<file path="config.mk">
export PLATFORM = sky130hd
export DESIGN_NAME = positional_insert_delete_array
export DESIGN_NICKNAME = d
export VERILOG_FILES = /design/src/rtl/pida_pkg.sv /design/src/rtl/pida_datapath.sv /design/src/rtl/pida_ctrl.sv /design/src/rtl/positional_insert_delete_array.sv
export SDC_FILE = /design/constraint.sdc
export NUM_CORES = 2
export LEC_CHECK = 0
export CAP_MARGIN = 40
export CORE_UTILIZATION = 50
export DETAILED_ROUTE_END_ITERATION = 8
export DONT_BUFFER_PORTS = 1
export GPL_TIMING_DRIVEN = 0
export PLACE_DENSITY_LB_ADDON = 0.1
export RECOVER_POWER = 50
export SLEW_MARGIN = 20
export SYNTH_ARGS = -nofsm -noshare
export SYNTH_HDL_FRONTEND = slang
export SYNTH_HIERARCHICAL = 1
export SYNTH_SLANG_ARGS = --single-unit
</file>
<file path="constraint.sdc">
create_clock -name clock -period 9.15 [get_ports clock]
set_input_delay 0.915 -clock clock [delete_from_list [all_inputs] [get_ports clock]]
set_output_delay 0.915 -clock clock [all_outputs]
set_load 0.01 [all_outputs]
</file>
<file path="src/rtl/pida_pkg.sv">
`default_nettype none

package pida_pkg;

   // fixed field widths of the channels
   localparam int KIND_W   = 3;
   localparam int POS_W    = 6;
   localparam int VALUE_W  = 32;
   localparam int STATUS_W = 2;
   localparam int DATA_W   = 32;
   localparam int INDEX_W  = 6;
   localparam int COUNT_W  = 7;

   typedef logic [KIND_W-1:0]   kind_type;
   typedef logic [STATUS_W-1:0] status_type;

   // operation codes
   localparam kind_type KIND_CLEAR  = 3'd0;
   localparam kind_type KIND_APPEND = 3'd1;
   localparam kind_type KIND_INSERT = 3'd2;
   localparam kind_type KIND_DELETE = 3'd3;
   localparam kind_type KIND_DUMP   = 3'd4;

   // result status codes
   localparam status_type ST_OK     = 2'd0;
   localparam status_type ST_FULL   = 2'd1;
   localparam status_type ST_EMPTY  = 2'd2;
   localparam status_type ST_BADPOS = 2'd3;

   // pointer update
   typedef logic [2:0] ptr_op_type;
   localparam ptr_op_type PTR_HOLD = 3'd0;
   localparam ptr_op_type PTR_FILL = 3'd1;
   localparam ptr_op_type PTR_POS  = 3'd2;
   localparam ptr_op_type PTR_ZERO = 3'd3;
   localparam ptr_op_type PTR_INC  = 3'd4;
   localparam ptr_op_type PTR_DEC  = 3'd5;

   // fill count update
   typedef logic [1:0] fill_op_type;
   localparam fill_op_type FILL_HOLD  = 2'd0;
   localparam fill_op_type FILL_CLEAR = 2'd1;
   localparam fill_op_type FILL_INC   = 2'd2;
   localparam fill_op_type FILL_DEC   = 2'd3;

   // memory read address relative to the pointer
   typedef logic [1:0] rd_sel_type;
   localparam rd_sel_type RD_PTR  = 2'd0;
   localparam rd_sel_type RD_DOWN = 2'd1;
   localparam rd_sel_type RD_UP   = 2'd2;

   // source of the result data field
   typedef logic [1:0] dsel_type;
   localparam dsel_type DSEL_ZERO  = 2'd0;
   localparam dsel_type DSEL_VAL   = 2'd1;
   localparam dsel_type DSEL_RDATA = 2'd2;

   // controller to datapath
   typedef struct packed {
      ptr_op_type  ptr_op;
      logic        pos_load;
      logic        pos_from_fill;
      logic        val_load;
      logic        val_from_rdata;
      rd_sel_type  rd_sel;
      logic        mem_wr;
      logic        wr_from_rdata;
      fill_op_type fill_op;
      logic        rsp_load;
      status_type  rsp_status;
      dsel_type    rsp_data_sel;
      logic        rsp_index_ptr;
      logic        rsp_last;
   } dp_cmd_type;

   // datapath to controller
   typedef struct packed {
      logic full;
      logic empty;
      logic ins_badpos;
      logic del_badpos;
      logic ptr_above_pos;
      logic ptr_next_in;
      logic rsp_busy;
   } dp_stat_type;

endpackage

`default_nettype wire

</file>
<file path="src/rtl/pida_datapath.sv">
`default_nettype none

module pida_datapath
   import pida_pkg::*;
#(
   parameter int DEPTH      = 64,
   parameter int DATA_WIDTH = 32
) (
   input  wire logic                      clock,
   input  wire logic                      reset,
   input  wire logic [POS_W-1:0]          req_position,
   input  wire logic signed [VALUE_W-1:0] req_value,
   input  wire dp_cmd_type                cmd,
   output dp_stat_type                    stat,
   output logic                           rsp_valid,
   input  wire logic                      rsp_stall,
   output logic [STATUS_W-1:0]            rsp_status,
   output logic signed [DATA_W-1:0]       rsp_data,
   output logic [INDEX_W-1:0]             rsp_index,
   output logic [COUNT_W-1:0]             rsp_count,
   output logic                           rsp_last
);

   localparam int AW = $clog2(DEPTH);
   localparam int FW = $clog2(DEPTH + 1);
   localparam int CW = (FW > POS_W) ? FW : POS_W;

   logic [DATA_WIDTH-1:0] mem_ff [DEPTH];
   logic [DATA_WIDTH-1:0] rdata_ff;
   logic [AW-1:0]         ptr_ff, ptr_in;
   logic [FW-1:0]         fill_ff, fill_in;
   logic [CW-1:0]         pos_ff;
   logic [DATA_WIDTH-1:0] val_ff;
   logic [AW-1:0]         rd_addr;
   logic [DATA_WIDTH-1:0] wdata;
   logic [DATA_WIDTH-1:0] sel_data;
   logic                  rsp_valid_ff;
   logic [STATUS_W-1:0]   rsp_status_ff;
   logic [DATA_W-1:0]     rsp_data_ff;
   logic [INDEX_W-1:0]    rsp_index_ff;
   logic [COUNT_W-1:0]    rsp_count_ff;
   logic                  rsp_last_ff;

   // pointer next value
   always_comb begin
      ptr_in = ptr_ff;
      case (cmd.ptr_op)
         PTR_FILL: ptr_in = AW'(fill_ff);
         PTR_POS:  ptr_in = AW'(req_position);
         PTR_ZERO: ptr_in = '0;
         PTR_INC:  ptr_in = ptr_ff + AW'(1);
         PTR_DEC:  ptr_in = ptr_ff - AW'(1);
         default:  ptr_in = ptr_ff;
      endcase
   end

   // fill count next value
   always_comb begin
      fill_in = fill_ff;
      case (cmd.fill_op)
         FILL_CLEAR: fill_in = '0;
         FILL_INC:   fill_in = fill_ff + FW'(1);
         FILL_DEC:   fill_in = fill_ff - FW'(1);
         default:    fill_in = fill_ff;
      endcase
   end

   // read address around the pointer
   always_comb begin
      case (cmd.rd_sel)
         RD_DOWN: rd_addr = ptr_ff - AW'(1);
         RD_UP:   rd_addr = ptr_ff + AW'(1);
         default: rd_addr = ptr_ff;
      endcase
   end

   assign wdata = cmd.wr_from_rdata ? rdata_ff : val_ff;

   // result data source
   always_comb begin
      case (cmd.rsp_data_sel)
         DSEL_VAL:   sel_data = val_ff;
         DSEL_RDATA: sel_data = rdata_ff;
         default:    sel_data = '0;
      endcase
   end

   // entry store, written at the pointer, registered read
   always_ff @(posedge clock) begin
      if (cmd.mem_wr) begin
         mem_ff[ptr_ff] <= wdata;
      end
      rdata_ff <= mem_ff[rd_addr];
   end

   // working registers
   always_ff @(posedge clock) begin
      ptr_ff <= ptr_in;
      if (cmd.pos_load) begin
         pos_ff <= cmd.pos_from_fill ? CW'(fill_ff) : CW'(req_position);
      end
      if (cmd.val_load) begin
         val_ff <= cmd.val_from_rdata ? rdata_ff : DATA_WIDTH'(req_value);
      end
   end

   // fill count
   always_ff @(posedge clock) begin
      if (reset) begin
         fill_ff <= '0;
      end else begin
         fill_ff <= fill_in;
      end
   end

   // result beat register
   always_ff @(posedge clock) begin
      if (reset) begin
         rsp_valid_ff <= 1'b0;
      end else if (cmd.rsp_load) begin
         rsp_valid_ff <= 1'b1;
      end else if (rsp_valid_ff && !rsp_stall) begin
         rsp_valid_ff <= 1'b0;
      end
   end

   always_ff @(posedge clock) begin
      if (cmd.rsp_load) begin
         rsp_status_ff <= cmd.rsp_status;
         rsp_data_ff   <= DATA_W'(sel_data);
         rsp_index_ff  <= cmd.rsp_index_ptr ? INDEX_W'(ptr_ff) : '0;
         rsp_count_ff  <= COUNT_W'(fill_in);
         rsp_last_ff   <= cmd.rsp_last;
      end
   end

   // status towards the controller
   always_comb begin
      stat.full          = (fill_ff == FW'(DEPTH));
      stat.empty         = (fill_ff == '0);
      stat.ins_badpos    = (CW'(req_position) > CW'(fill_ff));
      stat.del_badpos    = (CW'(req_position) >= CW'(fill_ff));
      stat.ptr_above_pos = (CW'(ptr_ff) > pos_ff);
      stat.ptr_next_in   = ((CW'(ptr_ff) + CW'(1)) < CW'(fill_ff));
      stat.rsp_busy      = rsp_valid_ff;
   end

   assign rsp_valid  = rsp_valid_ff;
   assign rsp_status = rsp_status_ff;
   assign rsp_data   = rsp_data_ff;
   assign rsp_index  = rsp_index_ff;
   assign rsp_count  = rsp_count_ff;
   assign rsp_last   = rsp_last_ff;

endmodule

`default_nettype wire

</file>
<file path="src/rtl/pida_ctrl.sv">
`default_nettype none

module pida_ctrl
   import pida_pkg::*;
(
   input  wire logic              clock,
   input  wire logic              reset,
   input  wire logic              req_valid,
   output logic                   req_stall,
   input  wire logic [KIND_W-1:0] req_kind,
   input  wire dp_stat_type       stat,
   output dp_cmd_type             cmd
);

   localparam logic [3:0] S_IDLE      = 4'd0;
   localparam logic [3:0] S_INS_CHECK = 4'd1;
   localparam logic [3:0] S_INS_MOVE  = 4'd2;
   localparam logic [3:0] S_DEL_READ  = 4'd3;
   localparam logic [3:0] S_DEL_GRAB  = 4'd4;
   localparam logic [3:0] S_DEL_CHECK = 4'd5;
   localparam logic [3:0] S_DEL_MOVE  = 4'd6;
   localparam logic [3:0] S_DUMP_READ = 4'd7;
   localparam logic [3:0] S_DUMP_SEND = 4'd8;

   logic [3:0] state_ff, state_in;

   // new beats only when idle and the result register is free
   assign req_stall = (state_ff != S_IDLE) || stat.rsp_busy;

   // sequencing of the operations
   always_comb begin
      state_in         = state_ff;
      cmd              = '0;
      cmd.ptr_op       = PTR_HOLD;
      cmd.rd_sel       = RD_PTR;
      cmd.fill_op      = FILL_HOLD;
      cmd.rsp_status   = ST_OK;
      cmd.rsp_data_sel = DSEL_ZERO;
      cmd.rsp_last     = 1'b1;
      unique case (state_ff)
         S_IDLE: begin
            if (req_valid && !req_stall) begin
               unique case (req_kind)
                  KIND_CLEAR: begin
                     cmd.fill_op  = FILL_CLEAR;
                     cmd.rsp_load = 1'b1;
                  end
                  KIND_APPEND: begin
                     if (stat.full) begin
                        cmd.rsp_load   = 1'b1;
                        cmd.rsp_status = ST_FULL;
                     end else begin
                        // an append is an insert at the fill position
                        cmd.ptr_op        = PTR_FILL;
                        cmd.pos_load      = 1'b1;
                        cmd.pos_from_fill = 1'b1;
                        cmd.val_load      = 1'b1;
                        state_in          = S_INS_CHECK;
                     end
                  end
                  KIND_INSERT: begin
                     if (stat.full) begin
                        cmd.rsp_load   = 1'b1;
                        cmd.rsp_status = ST_FULL;
                     end else if (stat.ins_badpos) begin
                        cmd.rsp_load   = 1'b1;
                        cmd.rsp_status = ST_BADPOS;
                     end else begin
                        cmd.ptr_op   = PTR_FILL;
                        cmd.pos_load = 1'b1;
                        cmd.val_load = 1'b1;
                        state_in     = S_INS_CHECK;
                     end
                  end
                  KIND_DELETE: begin
                     if (stat.empty) begin
                        cmd.rsp_load   = 1'b1;
                        cmd.rsp_status = ST_EMPTY;
                     end else if (stat.del_badpos) begin
                        cmd.rsp_load   = 1'b1;
                        cmd.rsp_status = ST_BADPOS;
                     end else begin
                        cmd.ptr_op = PTR_POS;
                        state_in   = S_DEL_READ;
                     end
                  end
                  KIND_DUMP: begin
                     if (stat.empty) begin
                        cmd.rsp_load   = 1'b1;
                        cmd.rsp_status = ST_EMPTY;
                     end else begin
                        cmd.ptr_op = PTR_ZERO;
                        state_in   = S_DUMP_READ;
                     end
                  end
                  default: begin
                     cmd.rsp_load = 1'b1;
                  end
               endcase
            end
         end
         // walk down from the fill position, opening a gap
         S_INS_CHECK: begin
            if (stat.ptr_above_pos) begin
               cmd.rd_sel = RD_DOWN;
               state_in   = S_INS_MOVE;
            end else begin
               cmd.mem_wr   = 1'b1;
               cmd.fill_op  = FILL_INC;
               cmd.rsp_load = 1'b1;
               state_in     = S_IDLE;
            end
         end
         S_INS_MOVE: begin
            cmd.mem_wr        = 1'b1;
            cmd.wr_from_rdata = 1'b1;
            cmd.ptr_op        = PTR_DEC;
            state_in          = S_INS_CHECK;
         end
         // fetch the entry being removed
         S_DEL_READ: begin
            cmd.rd_sel = RD_PTR;
            state_in   = S_DEL_GRAB;
         end
         S_DEL_GRAB: begin
            cmd.val_load       = 1'b1;
            cmd.val_from_rdata = 1'b1;
            state_in           = S_DEL_CHECK;
         end
         // walk up to the top, closing the gap
         S_DEL_CHECK: begin
            if (stat.ptr_next_in) begin
               cmd.rd_sel = RD_UP;
               state_in   = S_DEL_MOVE;
            end else begin
               cmd.fill_op      = FILL_DEC;
               cmd.rsp_load     = 1'b1;
               cmd.rsp_data_sel = DSEL_VAL;
               state_in         = S_IDLE;
            end
         end
         S_DEL_MOVE: begin
            cmd.mem_wr        = 1'b1;
            cmd.wr_from_rdata = 1'b1;
            cmd.ptr_op        = PTR_INC;
            state_in          = S_DEL_CHECK;
         end
         // one result beat per stored entry
         S_DUMP_READ: begin
            cmd.rd_sel = RD_PTR;
            if (!stat.rsp_busy) begin
               state_in = S_DUMP_SEND;
            end
         end
         S_DUMP_SEND: begin
            cmd.rsp_load      = 1'b1;
            cmd.rsp_data_sel  = DSEL_RDATA;
            cmd.rsp_index_ptr = 1'b1;
            cmd.rsp_last      = !stat.ptr_next_in;
            if (stat.ptr_next_in) begin
               cmd.ptr_op = PTR_INC;
               state_in   = S_DUMP_READ;
            end else begin
               state_in = S_IDLE;
            end
         end
         default: begin
            state_in = S_IDLE;
         end
      endcase
   end

   always_ff @(posedge clock) begin
      if (reset) begin
         state_ff <= S_IDLE;
      end else begin
         state_ff <= state_in;
      end
   end

endmodule

`default_nettype wire

</file>
<file path="src/rtl/positional_insert_delete_array.sv">
`default_nettype none

// channel  direction  handshake            payload
// req      in         req_valid/req_stall  req_kind, req_position, req_value
// rsp      out        rsp_valid/rsp_stall  rsp_status, rsp_data, rsp_index, rsp_count, rsp_last
//
// clear, unused kinds and every error case: result in the cycle after the beat; append: via
// S_INS_CHECK. insert: S_INS_CHECK/S_INS_MOVE per entry moved; delete: S_DEL_READ, S_DEL_GRAB,
// then S_DEL_CHECK/S_DEL_MOVE per entry moved; both set by the single read and single
// write port of the entry store. dump: S_DUMP_READ/S_DUMP_SEND per entry, waits out rsp_stall.
// reset (synchronous) empties the array at once; entries above the count are never read.
// req_stall is high while an operation runs or a result beat waits.

module positional_insert_delete_array
   import pida_pkg::*;
#(
   parameter int DEPTH      = 64,
   parameter int DATA_WIDTH = 32
) (
   input  wire logic                      clock,
   input  wire logic                      reset,
   input  wire logic                      req_valid,
   output logic                           req_stall,
   input  wire logic [KIND_W-1:0]         req_kind,
   input  wire logic [POS_W-1:0]          req_position,
   input  wire logic signed [VALUE_W-1:0] req_value,
   output logic                           rsp_valid,
   input  wire logic                      rsp_stall,
   output logic [STATUS_W-1:0]            rsp_status,
   output logic signed [DATA_W-1:0]       rsp_data,
   output logic [INDEX_W-1:0]             rsp_index,
   output logic [COUNT_W-1:0]             rsp_count,
   output logic                           rsp_last
);

   dp_cmd_type  cmd;
   dp_stat_type stat;

   // operation sequencer
   pida_ctrl u_ctrl (
      .clock     (clock),
      .reset     (reset),
      .req_valid (req_valid),
      .req_stall (req_stall),
      .req_kind  (req_kind),
      .stat      (stat),
      .cmd       (cmd)
   );

   // entry store, count and result register
   pida_datapath #(
      .DEPTH      (DEPTH),
      .DATA_WIDTH (DATA_WIDTH)
   ) u_datapath (
      .clock        (clock),
      .reset        (reset),
      .req_position (req_position),
      .req_value    (req_value),
      .cmd          (cmd),
      .stat         (stat),
      .rsp_valid    (rsp_valid),
      .rsp_stall    (rsp_stall),
      .rsp_status   (rsp_status),
      .rsp_data     (rsp_data),
      .rsp_index    (rsp_index),
      .rsp_count    (rsp_count),
      .rsp_last     (rsp_last)
   );

endmodule

`default_nettype wire

</file>
==> impl_metrics.py <==
metrics = {
    "global_route": {
        "grtUsageMet1": 0.450,
        "antenna_found_initial": 23,
        "grt_most_used_layer": "met2",
        "grt_pass1_wl_mm": 393,
        "first_global_vias": 48300,
        "use_met3": 0.0932,
        "use_met2": 0.488,
        "grtUsageTotal": 0.331,
        "grt_start_max_net_pins": 65,
        "overflow": 0,
    },
    "critical_path": {
        "cp_top_family": "buffers and inverters",
        "cp_data_arrival_time_ps": 9250,
        "cpPeakStageDelay_ps": 750,
        "required_ps": 9820,
        "path_buf_inv": 9,
        "crit_top_cell": "buf_4",
        "crit_path_end_kind": "register",
        "startpoint_type": "register",
        "critPathSlowestCell": "nor3_1",
        "path_max_fanout": 10,
        "path_class": "reg2reg",
    },
    "min_path": {
        "hold_path.class": "in2reg",
    },
    "sta": {
        "hold_viol": 0,
        "finalCriticalPeriod_ps": 8580,
        "setup_ws_ps": 569,
        "whs_ps": 133,
        "setup_viol": 0,
        "drv_slew": 1679,
        "worst_pin_slew_ps": 3500,
        "max-slew-margin-rel": -1.33,
        "skew_ps": 45.5,
        "rsz0062_at_grt": "false",
        "fin_crit_sh": 0.938,
        "finalSetupTns_ps": 0,
        "timing.fmax_mhz": 117,
    },
    "final_layout": {
        "area_delta_synth_final_pct": 15.7,
        "fin_cells": 7817,
        "nets": 5419,
        "n_antenna_cell": 0,
        "layout-drive-gt1-share": 0.196,
    },
    "routing": {
        "dr.pass1.iters": 7,
        "detail-route-antenna-nets": 0,
        "num_vias": 51000,
        "vias_per_cell": 6.53,
        "drtIter0Drc": 8809,
        "routed_wl_mm": 288,
        "drcViolationCount": 0,
        "wire_per_inst_um": 36.8,
    },
    "synthesis": {
        "syn_avg_cell_area_um2": 17.5,
        "ys_seq_area_frac": 0.757,
        "synthDistinctLibCells": 84,
        "syn_area_um2": 86100,
        "ys_ff_latch": 2185,
        "synth_edf_count": 2141,
        "ys_async_sr_fraction": 0,
        "syn_nets": 4999,
        "yosysWarnings": 6,
        "ys.flop_type": "edfxtp_1",
        "syn_inst": 4928,
    },
    "clock_network": {
        "cts_buffers": 220,
        "htreeDepth": 4,
        "clk_path_buf_depth": 3,
        "root_buffer": "clkbuf_16",
        "cts.sinks": 2185,
        "cts_hold_buffers": 0,
        "cts_setup_buffers": 0,
        "path_clk_slew_ps": 60,
        "clk_latency_ps": 860,
        "ctsResizeCount": 0,
        "cts_tree": "built",
    },
    "floorplan": {
        "die_w_um": 417,
        "ios": 95,
        "num_rows": 151,
        "die_area_um2": 174000,
        "core_um2": 170000,
        "initial_core_util": 0.506,
        "die_h_um": 417,
    },
    "run": {
        "drv_cap": 32,
    },
    "place": {
        "place_ws_ps": 933,
        "place_inst": 7399,
        "portBuffers": 0,
        "hpwlAfterDp_mm": 198,
        "routabilityCongestion": 0.966,
    },
    "status": {
        "violations": "max-capacitance violations, max-slew violations",
        "outcome": "complete, but fails checks",
    },
    "power_and_ir_drop": {
        "power_density_nw_per_um2": 230,
        "leakagePower_nw": 32.0,
        "ir_drop_mv": 0.175,
        "power_mw": 22.9,
    },
}
==> kinds of logic (layout without fill, tap and decap cells) <==
| group | Yosys count | count (layout) | synth area share |
|---|---|---|---|
| multiplexers | 485 | 485 | 0.105 |
| adder cells (fa/ha/maj) | 26 | 26 | 0.00378 |
| XOR/XNOR | 13 | 13 | 0.00132 |
| AND/OR/NAND/NOR | 1371 | 1371 | 0.0712 |
| buffers and inverters | 332 | 926 | 0.0185 |
| flip-flops | 2185 | 2185 | 0.757 |
| AO/OA/AOI/OAI | 516 | 516 | 0.0439 |
==> state kept, by name, summed over array words and instances, names as in the netlist, 7 cells and up <==
signal	flops
u_datapath/fill_ff	7
u_datapath/mem_ff	2048
u_datapath/pos_ff	7
u_datapath/rdata_ff	32
u_datapath/rsp_count	7
u_datapath/rsp_data	32
u_datapath/val_ff	32
==> through the flow <==
stage | utilization | cell area (µm²)
6_report | 0.585 | 99700
5_1_grt | 0.585 | 99700
4_1_cts | 0.588 | 100000
3_5_place_dp | 0.548 | 93300
3_3_place_gp | 0.523 | 89000
2_1_floorplan | - | 86100
==> power breakdown <==
part,internal (mW),switching (mW)
Combinational,0.747,2.01
Sequential,11.4,0.104
Clock,4.85,3.78
==> layer usage <==
metal / vias to the layer above / share of wire
li1: 20500 / -
met1: 26400 / 0.37
met2: 3393 / 0.44
met3: 714 / 0.13
met4: 12 / 0.066
met5: - / 0.00028
==> final timing paths <==
path	startpoint	endpoint	slack, ps	depth (start not counted)
worst min register to register	u_datapath/rsp_valid$_SDFFE_PP0P_	u_datapath/rsp_valid$_SDFFE_PP0P_	570	2
worst min-delay path	reset	u_datapath/fill_ff[1]$_SDFF_PP0_	130	1
worst max register to register	u_datapath/ptr_ff[0]$_DFFE_PP_	u_datapath/rdata_ff[8]$_DFF_P_	570	27
worst max-delay path	u_datapath/ptr_ff[0]$_DFFE_PP_	u_datapath/rdata_ff[8]$_DFF_P_	570	27
==> cells in the mapped netlist (all sizes together) (7+ instances only) <==
| master | count | area [µm²] |
|---|---|---|
| a22oi | 37 | 292 |
| or2 | 7 | 43.8 |
| mux2i | 87 | 871 |
| xnor2 | 9 | 78.8 |
| o311ai | 8 | 70.1 |
| clkbuf | 119 | 447 |
| a21oi | 77 | 389 |
| a31oi | 65 | 407 |
| a32o | 7 | 70.1 |
| o221ai | 8 | 70.1 |
| mux2 | 74 | 833 |
| a211oi | 26 | 195 |
| o31a | 20 | 175 |
| nand2b | 9 | 56.3 |
| a211o | 17 | 149 |
| o22ai | 32 | 200 |
| o211ai | 20 | 150 |
| ha | 26 | 325 |
| o32ai | 49 | 429 |
| nor3 | 63 | 327 |
| inv | 26 | 97.6 |
| edfxtp | 2141 | 64300 |
| o21ai | 32 | 160 |
| buf | 186 | 1040 |
| nor4 | 14 | 115 |
| a221oi | 26 | 245 |
| nand4 | 11 | 68.8 |
| or4 | 10 | 78.8 |
| o22a | 23 | 201 |
| mux4 | 324 | 7300 |
| dfxtp | 44 | 881 |
| or3 | 10 | 62.6 |
| o31ai | 9 | 67.6 |
| nand2 | 701 | 2630 |
| nand3 | 280 | 1440 |
| and2 | 11 | 68.8 |
| a32oi | 24 | 210 |
| nor2b | 16 | 100 |
| and3 | 42 | 268 |
| nor2 | 172 | 651 |
==> area by class of cell <==
class | count | area, µm²
Timing Repair Buffer | 198 | 3310
Inverter | 27 | 101
Tap cell | 2295 | 2870
Buffer | 305 | 1490
Fill cell | 12700 | 70600
Clock buffer | 293 | 5950
Multi-Input combinational cell | 2411 | 19900
Clock inverter | 103 | 872
Sequential cell | 2185 | 65200
==> placed cells by master, fill, tap and decap left out, types with 27 or more instances in the layout <==
cell type and count:
mux2_1 32, nand3_1 275, buf_4 51, a21oi_1 76, nor3_1 62, clkinv_1 50, buf_12 61, clkinv_2 27
o32ai_1 49, buf_2 118, o22ai_1 32, clkbuf_16 224, buf_16 51, buf_6 34, and3_1 41, dfxtp_1 44
clkbuf_1 213, nor2_1 100, nor2_4 64, a22oi_1 36, mux2i_1 87, nand2_1 700, mux4_2 324, mux2_2 42
a31oi_1 65, edfxtp_1 2141
Power figures use the tool's default switching activity.
